===== config.mk =====
export PLATFORM = sky130hd
export DESIGN_NAME = thermal_hotspot_centroid_top
export DESIGN_NICKNAME = d
export VERILOG_FILES = /design/src/sv/thc_pkg.sv /design/src/sv/thermal_hotspot_centroid_top.sv /design/src/sv/thc_ctrl.sv /design/src/sv/thc_dp.sv
export SDC_FILE = /design/constraint.sdc
export NUM_CORES = 1
export LEC_CHECK = 0
export ABC_AREA = 1
export BUFFER_PORTS_ARGS = -buffer_cell sky130_fd_sc_hd__buf_2
export CORE_MARGIN = 2
export CORE_UTILIZATION = 50
export DETAILED_ROUTE_END_ITERATION = 10
export PLACE_DENSITY_LB_ADDON = 0.1
export RECOVER_POWER = 50
export SETUP_SLACK_MARGIN = 0.15
export SYNTH_ARGS = -nofsm -noshare
export SYNTH_HDL_FRONTEND = slang
export SYNTH_HIERARCHICAL = 1
export SYNTH_SLANG_ARGS = --single-unit

===== constraint.sdc =====
create_clock -name clk -period 6.05 [get_ports clk]
set_input_delay 0.605 -clock clk [delete_from_list [all_inputs] [get_ports clk]]
set_output_delay 0.605 -clock clk [all_outputs]
set_load 0.1 [all_outputs]

===== src/sv/thc_pkg.sv =====
// ----------------------------------------------------------------------------
// thc_pkg
// types and constants of the thermal hot-spot centroid block
// ----------------------------------------------------------------------------
package thc_pkg;

	localparam int PIX_W  = 14;
	localparam int ROW_W  = 7;
	localparam int COL_W  = 8;
	localparam int SUM_W  = 22;
	localparam int CNT_W  = 15;
	localparam int STEP_W = $clog2(SUM_W);

	localparam int FRAME_ROWS = 120;
	localparam int FRAME_COLS = 160;

	typedef struct packed {
		logic [PIX_W-1:0] pixel_value;
		logic [ROW_W-1:0] pixel_row;
		logic [COL_W-1:0] pixel_col;
		logic             frame_end;
	} in_word_t;

	typedef struct packed {
		logic             found;
		logic [COL_W-1:0] center_x;
		logic [ROW_W-1:0] center_y;
		logic [PIX_W-1:0] peak_value;
	} out_word_t;

	typedef struct packed {
		logic load;
		logic step;
		logic deliver;
	} dp_cmd_t;

	typedef struct packed {
		logic out_busy;
	} dp_sts_t;

endpackage


===== src/sv/thermal_hotspot_centroid_top.sv =====
// ----------------------------------------------------------------------------
// thermal_hotspot_centroid_top
// thresholded hot-pixel centroid and peak, one result per frame
// ----------------------------------------------------------------------------
// usage
//   input channel: one pixel word per accepted cycle (in_valid high, in_stall
//   low), raster order, frame_end set on the last pixel of a frame.
//   ordinary pixel words are taken every cycle; a frame_end word is taken
//   only while the divider is free, so in_stall rises only on a frame_end
//   word that arrives while the previous frame is still being divided or
//   its result is still waiting to enter the output register.
//   at frame end the sums and count are handed to two bit-serial dividers
//   sharing the count as divisor (one quotient bit per cycle); the result
//   is then written into the output register once that is free, which
//   raises out_valid with the result word.
//   the next frame accumulates meanwhile; frames of 24 words or more run
//   at one pixel per cycle while out_stall does not hold back a result.
//   output channel: result held in a register while out_stall is high; the
//   input side keeps accepting ordinary pixel words during that time.
//   cfg_we writes the threshold at once; write it only while idle.
//   reset clears threshold, accumulators and the output valid.
// ----------------------------------------------------------------------------
module thermal_hotspot_centroid_top (
	input  logic               clk,
	input  logic               arst_n,
	input  logic               cfg_we,
	input  logic [thc_pkg::PIX_W-1:0] cfg_data,
	input  logic               in_valid,
	output logic               in_stall,
	input  thc_pkg::in_word_t  in_word,
	output logic               out_valid,
	input  logic               out_stall,
	output thc_pkg::out_word_t out_word
);
	import thc_pkg::*;

	dp_cmd_t cmd;
	dp_sts_t sts;
	logic    end_ready;
	logic    in_accept;
	logic    start;

	assign in_stall  = in_word.frame_end && !end_ready;
	assign in_accept = in_valid && !in_stall;
	assign start     = in_accept && in_word.frame_end;

	thc_ctrl u_ctrl (
		.clk       (clk),
		.arst_n    (arst_n),
		.start     (start),
		.sts       (sts),
		.cmd       (cmd),
		.end_ready (end_ready)
	);

	thc_dp u_dp (
		.clk       (clk),
		.arst_n    (arst_n),
		.cfg_we    (cfg_we),
		.cfg_data  (cfg_data),
		.in_accept (in_accept),
		.in_word   (in_word),
		.cmd       (cmd),
		.sts       (sts),
		.out_valid (out_valid),
		.out_stall (out_stall),
		.out_word  (out_word)
	);

endmodule


===== src/sv/thc_ctrl.sv =====
// ----------------------------------------------------------------------------
// thc_ctrl
// sequencer for the frame-end division and result hand-off
// ----------------------------------------------------------------------------
module thc_ctrl (
	input  logic            clk,
	input  logic            arst_n,
	input  logic            start,
	input  thc_pkg::dp_sts_t sts,
	output thc_pkg::dp_cmd_t cmd,
	output logic            end_ready
);
	import thc_pkg::*;

	typedef enum logic [1:0] {
		ST_IDLE,
		ST_DIVIDE,
		ST_DELIVER
	} state_t;

	localparam logic [STEP_W-1:0] LAST_STEP = STEP_W'(SUM_W - 1);

	state_t             state_q;
	logic [STEP_W-1:0]  step_q;

	always_ff @(posedge clk or negedge arst_n) begin
		if (!arst_n) begin
			state_q <= ST_IDLE;
			step_q  <= '0;
		end else begin
			unique case (state_q)
				ST_IDLE: begin
					if (start) begin
						state_q <= ST_DIVIDE;
						step_q  <= '0;
					end
				end
				ST_DIVIDE: begin
					if (step_q == LAST_STEP) begin
						state_q <= ST_DELIVER;
					end else begin
						step_q <= step_q + 1'b1;
					end
				end
				ST_DELIVER: begin
					if (!sts.out_busy) begin
						state_q <= ST_IDLE;
					end
				end
				default: begin
					state_q <= ST_IDLE;
				end
			endcase
		end
	end

	always_comb begin
		cmd.load    = start && (state_q == ST_IDLE);
		cmd.step    = (state_q == ST_DIVIDE);
		cmd.deliver = (state_q == ST_DELIVER) && !sts.out_busy;
		end_ready   = (state_q == ST_IDLE);
	end

endmodule


===== src/sv/thc_dp.sv =====
// ----------------------------------------------------------------------------
// thc_dp
// accumulators, shared-divisor bit-serial dividers and output register
// ----------------------------------------------------------------------------
module thc_dp (
	input  logic              clk,
	input  logic              arst_n,
	input  logic              cfg_we,
	input  logic [thc_pkg::PIX_W-1:0] cfg_data,
	input  logic              in_accept,
	input  thc_pkg::in_word_t in_word,
	input  thc_pkg::dp_cmd_t  cmd,
	output thc_pkg::dp_sts_t  sts,
	output logic              out_valid,
	input  logic              out_stall,
	output thc_pkg::out_word_t out_word
);
	import thc_pkg::*;

	logic [PIX_W-1:0] thr_q;
	logic [SUM_W-1:0] col_sum_q;
	logic [SUM_W-1:0] row_sum_q;
	logic [CNT_W-1:0] cnt_q;
	logic [PIX_W-1:0] peak_q;

	logic [SUM_W-1:0] col_sum_nxt;
	logic [SUM_W-1:0] row_sum_nxt;
	logic [CNT_W-1:0] cnt_nxt;
	logic [PIX_W-1:0] peak_nxt;
	logic [SUM_W:0]   col_add;
	logic [SUM_W:0]   row_add;
	logic             in_frame;
	logic             hot;
	logic             add_en;

	logic [SUM_W-1:0] col_quo_q;
	logic [SUM_W-1:0] row_quo_q;
	logic [CNT_W-1:0] col_rem_q;
	logic [CNT_W-1:0] row_rem_q;
	logic [CNT_W-1:0] div_q;
	logic [PIX_W-1:0] peak_hold_q;
	logic [CNT_W:0]   col_trial;
	logic [CNT_W:0]   row_trial;
	logic [CNT_W:0]   col_diff;
	logic [CNT_W:0]   row_diff;
	logic             col_bit;
	logic             row_bit;
	logic             found;

	logic             out_valid_q;
	out_word_t        out_word_q;

	always_comb begin
		in_frame = ({4'b0, in_word.pixel_row} < 11'(FRAME_ROWS)) &&
			({3'b0, in_word.pixel_col} < 11'(FRAME_COLS));
		hot    = in_frame && (in_word.pixel_value > thr_q);
		add_en = hot && (cnt_q != '1);
		col_add = {1'b0, col_sum_q} + (SUM_W+1)'(in_word.pixel_col);
		row_add = {1'b0, row_sum_q} + (SUM_W+1)'(in_word.pixel_row);
		col_sum_nxt = col_sum_q;
		row_sum_nxt = row_sum_q;
		cnt_nxt     = cnt_q;
		peak_nxt    = peak_q;
		if (add_en) begin
			col_sum_nxt = col_add[SUM_W] ? '1 : col_add[SUM_W-1:0];
			row_sum_nxt = row_add[SUM_W] ? '1 : row_add[SUM_W-1:0];
			cnt_nxt     = cnt_q + 1'b1;
		end
		if (hot && (in_word.pixel_value > peak_q)) begin
			peak_nxt = in_word.pixel_value;
		end
	end

	always_ff @(posedge clk or negedge arst_n) begin
		if (!arst_n) begin
			thr_q     <= '0;
			col_sum_q <= '0;
			row_sum_q <= '0;
			cnt_q     <= '0;
			peak_q    <= '0;
		end else begin
			if (cfg_we) begin
				thr_q <= cfg_data;
			end
			if (in_accept) begin
				if (in_word.frame_end) begin
					col_sum_q <= '0;
					row_sum_q <= '0;
					cnt_q     <= '0;
					peak_q    <= '0;
				end else begin
					col_sum_q <= col_sum_nxt;
					row_sum_q <= row_sum_nxt;
					cnt_q     <= cnt_nxt;
					peak_q    <= peak_nxt;
				end
			end
		end
	end

	// restoring division, one quotient bit per lane per cycle
	always_comb begin
		col_trial = {col_rem_q, col_quo_q[SUM_W-1]};
		row_trial = {row_rem_q, row_quo_q[SUM_W-1]};
		col_diff  = col_trial - {1'b0, div_q};
		row_diff  = row_trial - {1'b0, div_q};
		col_bit   = (col_trial >= {1'b0, div_q});
		row_bit   = (row_trial >= {1'b0, div_q});
		found     = (div_q != '0);
	end

	always_ff @(posedge clk) begin
		if (cmd.load) begin
			col_quo_q   <= col_sum_nxt;
			row_quo_q   <= row_sum_nxt;
			col_rem_q   <= '0;
			row_rem_q   <= '0;
			div_q       <= cnt_nxt;
			peak_hold_q <= peak_nxt;
		end else if (cmd.step) begin
			col_quo_q <= {col_quo_q[SUM_W-2:0], col_bit};
			row_quo_q <= {row_quo_q[SUM_W-2:0], row_bit};
			col_rem_q <= col_bit ? col_diff[CNT_W-1:0] : col_trial[CNT_W-1:0];
			row_rem_q <= row_bit ? row_diff[CNT_W-1:0] : row_trial[CNT_W-1:0];
		end
	end

	always_ff @(posedge clk or negedge arst_n) begin
		if (!arst_n) begin
			out_valid_q <= 1'b0;
		end else if (cmd.deliver) begin
			out_valid_q <= 1'b1;
		end else if (!out_stall) begin
			out_valid_q <= 1'b0;
		end
	end

	always_ff @(posedge clk) begin
		if (cmd.deliver) begin
			out_word_q.found      <= found;
			out_word_q.center_x   <= found ? col_quo_q[COL_W-1:0] : '0;
			out_word_q.center_y   <= found ? row_quo_q[ROW_W-1:0] : '0;
			out_word_q.peak_value <= found ? peak_hold_q : '0;
		end
	end

	assign sts.out_busy = out_valid_q && out_stall;
	assign out_valid    = out_valid_q;
	assign out_word     = out_word_q;

endmodule


==> run summary <==
largest net degree at the start of global routing = 74
R2R cell count = 14
Top-Level Pins = 81
total number of vias = 12900
Pre-antenna DRT Iters = 5
setup TNS = 0 ns
Final min period = 3.56 ns
met2 usage = 0.407
unrepaired setup endpoints after global routing = false
Placed Instances = 2493
DR WL/cell = 14.0 um
synth cell count leaders = nand2_1 (885), inv_1 (229), nor2_1 (159)
Post-CTS Repair Setup Buffers = 0
CTS tree = yes
crit path DAT = 3.83 ns
Hold/Removal Path Class = input pin to flip-flop
count of final setup violators = 0
final worst-path cycle share = 0.588
fill count = 2847
sequential share of the synthesized area = 0.407
Clock transition at path regs = 0.06 ns
busiest grt layer = met2
status = finished with violations
crit end category = asynchronous set/reset pin
antenna violations before repair = 0
Final HPWL DP = 24900 um
asr flop ratio synth = 0.417
hold slack = 0.272 ns
cells after synthesis = 2069
MaxCap Viol Count = 3
final hold violations = 0
multi-input logic area = 7610 um^2
failing checks = capacitance limit, slew limit
Worst Path Required = 6.32 ns
Final ANT Viol Nets = 0
Max Slew Vio Count = 108
Max Clk Rate = 281 MHz
vias in the first global route = 12461
Vias/cell = 5.07
num rows = 63
worst skew pair latency = 0.54 ns
Nets = 2261
Synth warnings = 6
CTS Buf Count = 26
ranking of synthesized cells by area = nand2_1 (22%), edfxtp_1 (21%), dfrtp_1 (16%)
placed cell area = 15500 um^2
Cell Pwr Density = 401 nW/um^2
routability cong. = 0.857
startpoint types = input pin
DP Worst Slack = 2.75 ns
Slew @ Worst Pin = 1.90 ns
Post-synth top flop = edfxtp_1
CTS max path bufs = 3
Leakage = 0.00831 uW
dominant cell by count in the synthesized netlist = nand2_1
Synth Area per Inst = 7.20 um^2
Area Growth Syn to Fin = 9.65%
PortBufs = 80
first-pass GRT wire length = 60200 um
total core area = 29500 um^2
post-cts sizing count = 0
final instance area = 16300 um^2
ant diodes = 0
Initial Util = 0.505
CTS Root Buffer Type = clkbuf_16
worst-path fanout max = 72
fin worst setup slack = 2.49 ns
Global Route met3 Usage = 0.0331
post-synth cell types = 45
cell area after synthesis = 14900 um^2
Die ar. = 31200 um^2
die height = 177 um
DRC Markers = 0
Hold Buf Count CTS = 1
Setup Crit Path Kind = input pin to asynchronous set/reset pin
H-tree depth = 1
top cell type's share of synthesized area = 0.223
hold path cells = 3
Post-Route WL = 35600 um
Max VDD drop = 0.000225 V
GRT Total Usage = 0.234
Setup Skew = 0.0121 ns
layout cells sized above 1 = 0.0762
flip-flop and latch area = 6070 um^2
net count after synthesis = 2198
met1 GRT Util = 0.310
chip width = 177 um
relative slew slack = -0.267
EDFF count, synth = 103
first-iteration detailed-routing DRC count = 893
CTS sink count = 228
Yosys top cell by area = nand2_1
gr ovfl total = 0
flops & latches, synth = 228
Layout Cells excl Fill = 2542
==> sequential cells by signal, summed over array words and instances, names as in the netlist <==
register and count:
u_dp/out_word 30, u_dp/col_quo_q 22, u_dp/col_sum_q 22, u_dp/row_quo_q 22, u_dp/row_sum_q 22, u_dp/cnt_q 15, u_dp/col_rem_q 15, u_dp/div_q 15
u_dp/row_rem_q 15, u_dp/peak_hold_q 14, u_dp/peak_q 14, u_dp/thr_q 14, u_ctrl/step_q 5, u_ctrl/state_q 2, u_dp/out_valid 1
==> routing by layer <==
layer  part of all wire  vias up
li1                   -     6663
met1               0.46     5963
met2               0.47      231
met3              0.044       43
met4              0.018        0
met5                  0        -
==> worst max-delay path: stages <==
cell and delay, ns:
dlygate4sd3_1 0.52, clkbuf_1 1.09, clkbuf_2 1.55
==> final timing paths <==
kind                                      end               start  slack [ns]
setup / recovery             u_ctrl/step_q[3]              arst_n        2.49
hold / removal                  u_dp/thr_q[1]         cfg_data[1]        0.27
setup reg to reg           u_dp/row_quo_q[18]      u_dp/thr_q[13]        2.76
hold reg to reg            u_dp/col_rem_q[11]  u_dp/col_rem_q[11]        0.47
max in group clk           u_dp/row_quo_q[18]      u_dp/thr_q[13]        2.76
min in group asynchronous   u_dp/col_sum_q[4]              arst_n        0.97
==> layout by cell type (no fill, tap or decap), types with 5 or more instances in the layout <==
cell type and instances:
o21ai_1 12, nand4_1 26, inv_2 6, a21oi_1 34
o21ai_2 13, a21oi_2 5, inv_1 229, xnor2_1 18
nor2_2 15, and2_1 16, nand3_1 154, buf_4 5
xor2_1 15, dfxtp_1 30, nor2_1 157, nor2_4 5
dfrtp_1 95, buf_2 46, nand2_2 8, ha_1 76
clkbuf_16 28, o21ai_0 43, nor3_1 12, nand3_2 5
nand3b_1 20, nand2_1 888, edfxtp_1 103, nand3_4 5
clkbuf_1 42
==> area by class of cell <==
type,count,area share
flip-flops and latches,228,0.372
clock buffers,38,0.0470
clock inverters,10,0.00613
repair buffers,88,0.0253
inverters,236,0.0542
well taps,390,0.0299
multi-input cells,1552,0.466
==> logic make-up (layout without fill, tap and decap cells) <==
logic type | after synthesis | count (layout) | share of synthesized area
adders and majority gates | 80 | 80 | 0.0692
and+or+nand+nor | 1325 | 1325 | 0.378
buffers and inverters | 289 | 372 | 0.0811
muxes | 1 | 1 | 0.000756
xor gates and xnor gates | 33 | 33 | 0.0194
AOI/OAI and AO/OA | 113 | 113 | 0.0441
DFF | 228 | 228 | 0.407
==> where the power goes <==
part	switching, uW	internal, uW
clock	633	963
sequential	249	2120
combinational	1690	895
==> stage by stage <==
stage	total power [uW]	util
global placement	4920	0.527
finish	6550	0.554
CTS	6610	0.557
floorplan	4400	-
detailed placement	4970	0.527
global route	7090	0.554
No activity file was read; power rests on OpenSTA's default activity.
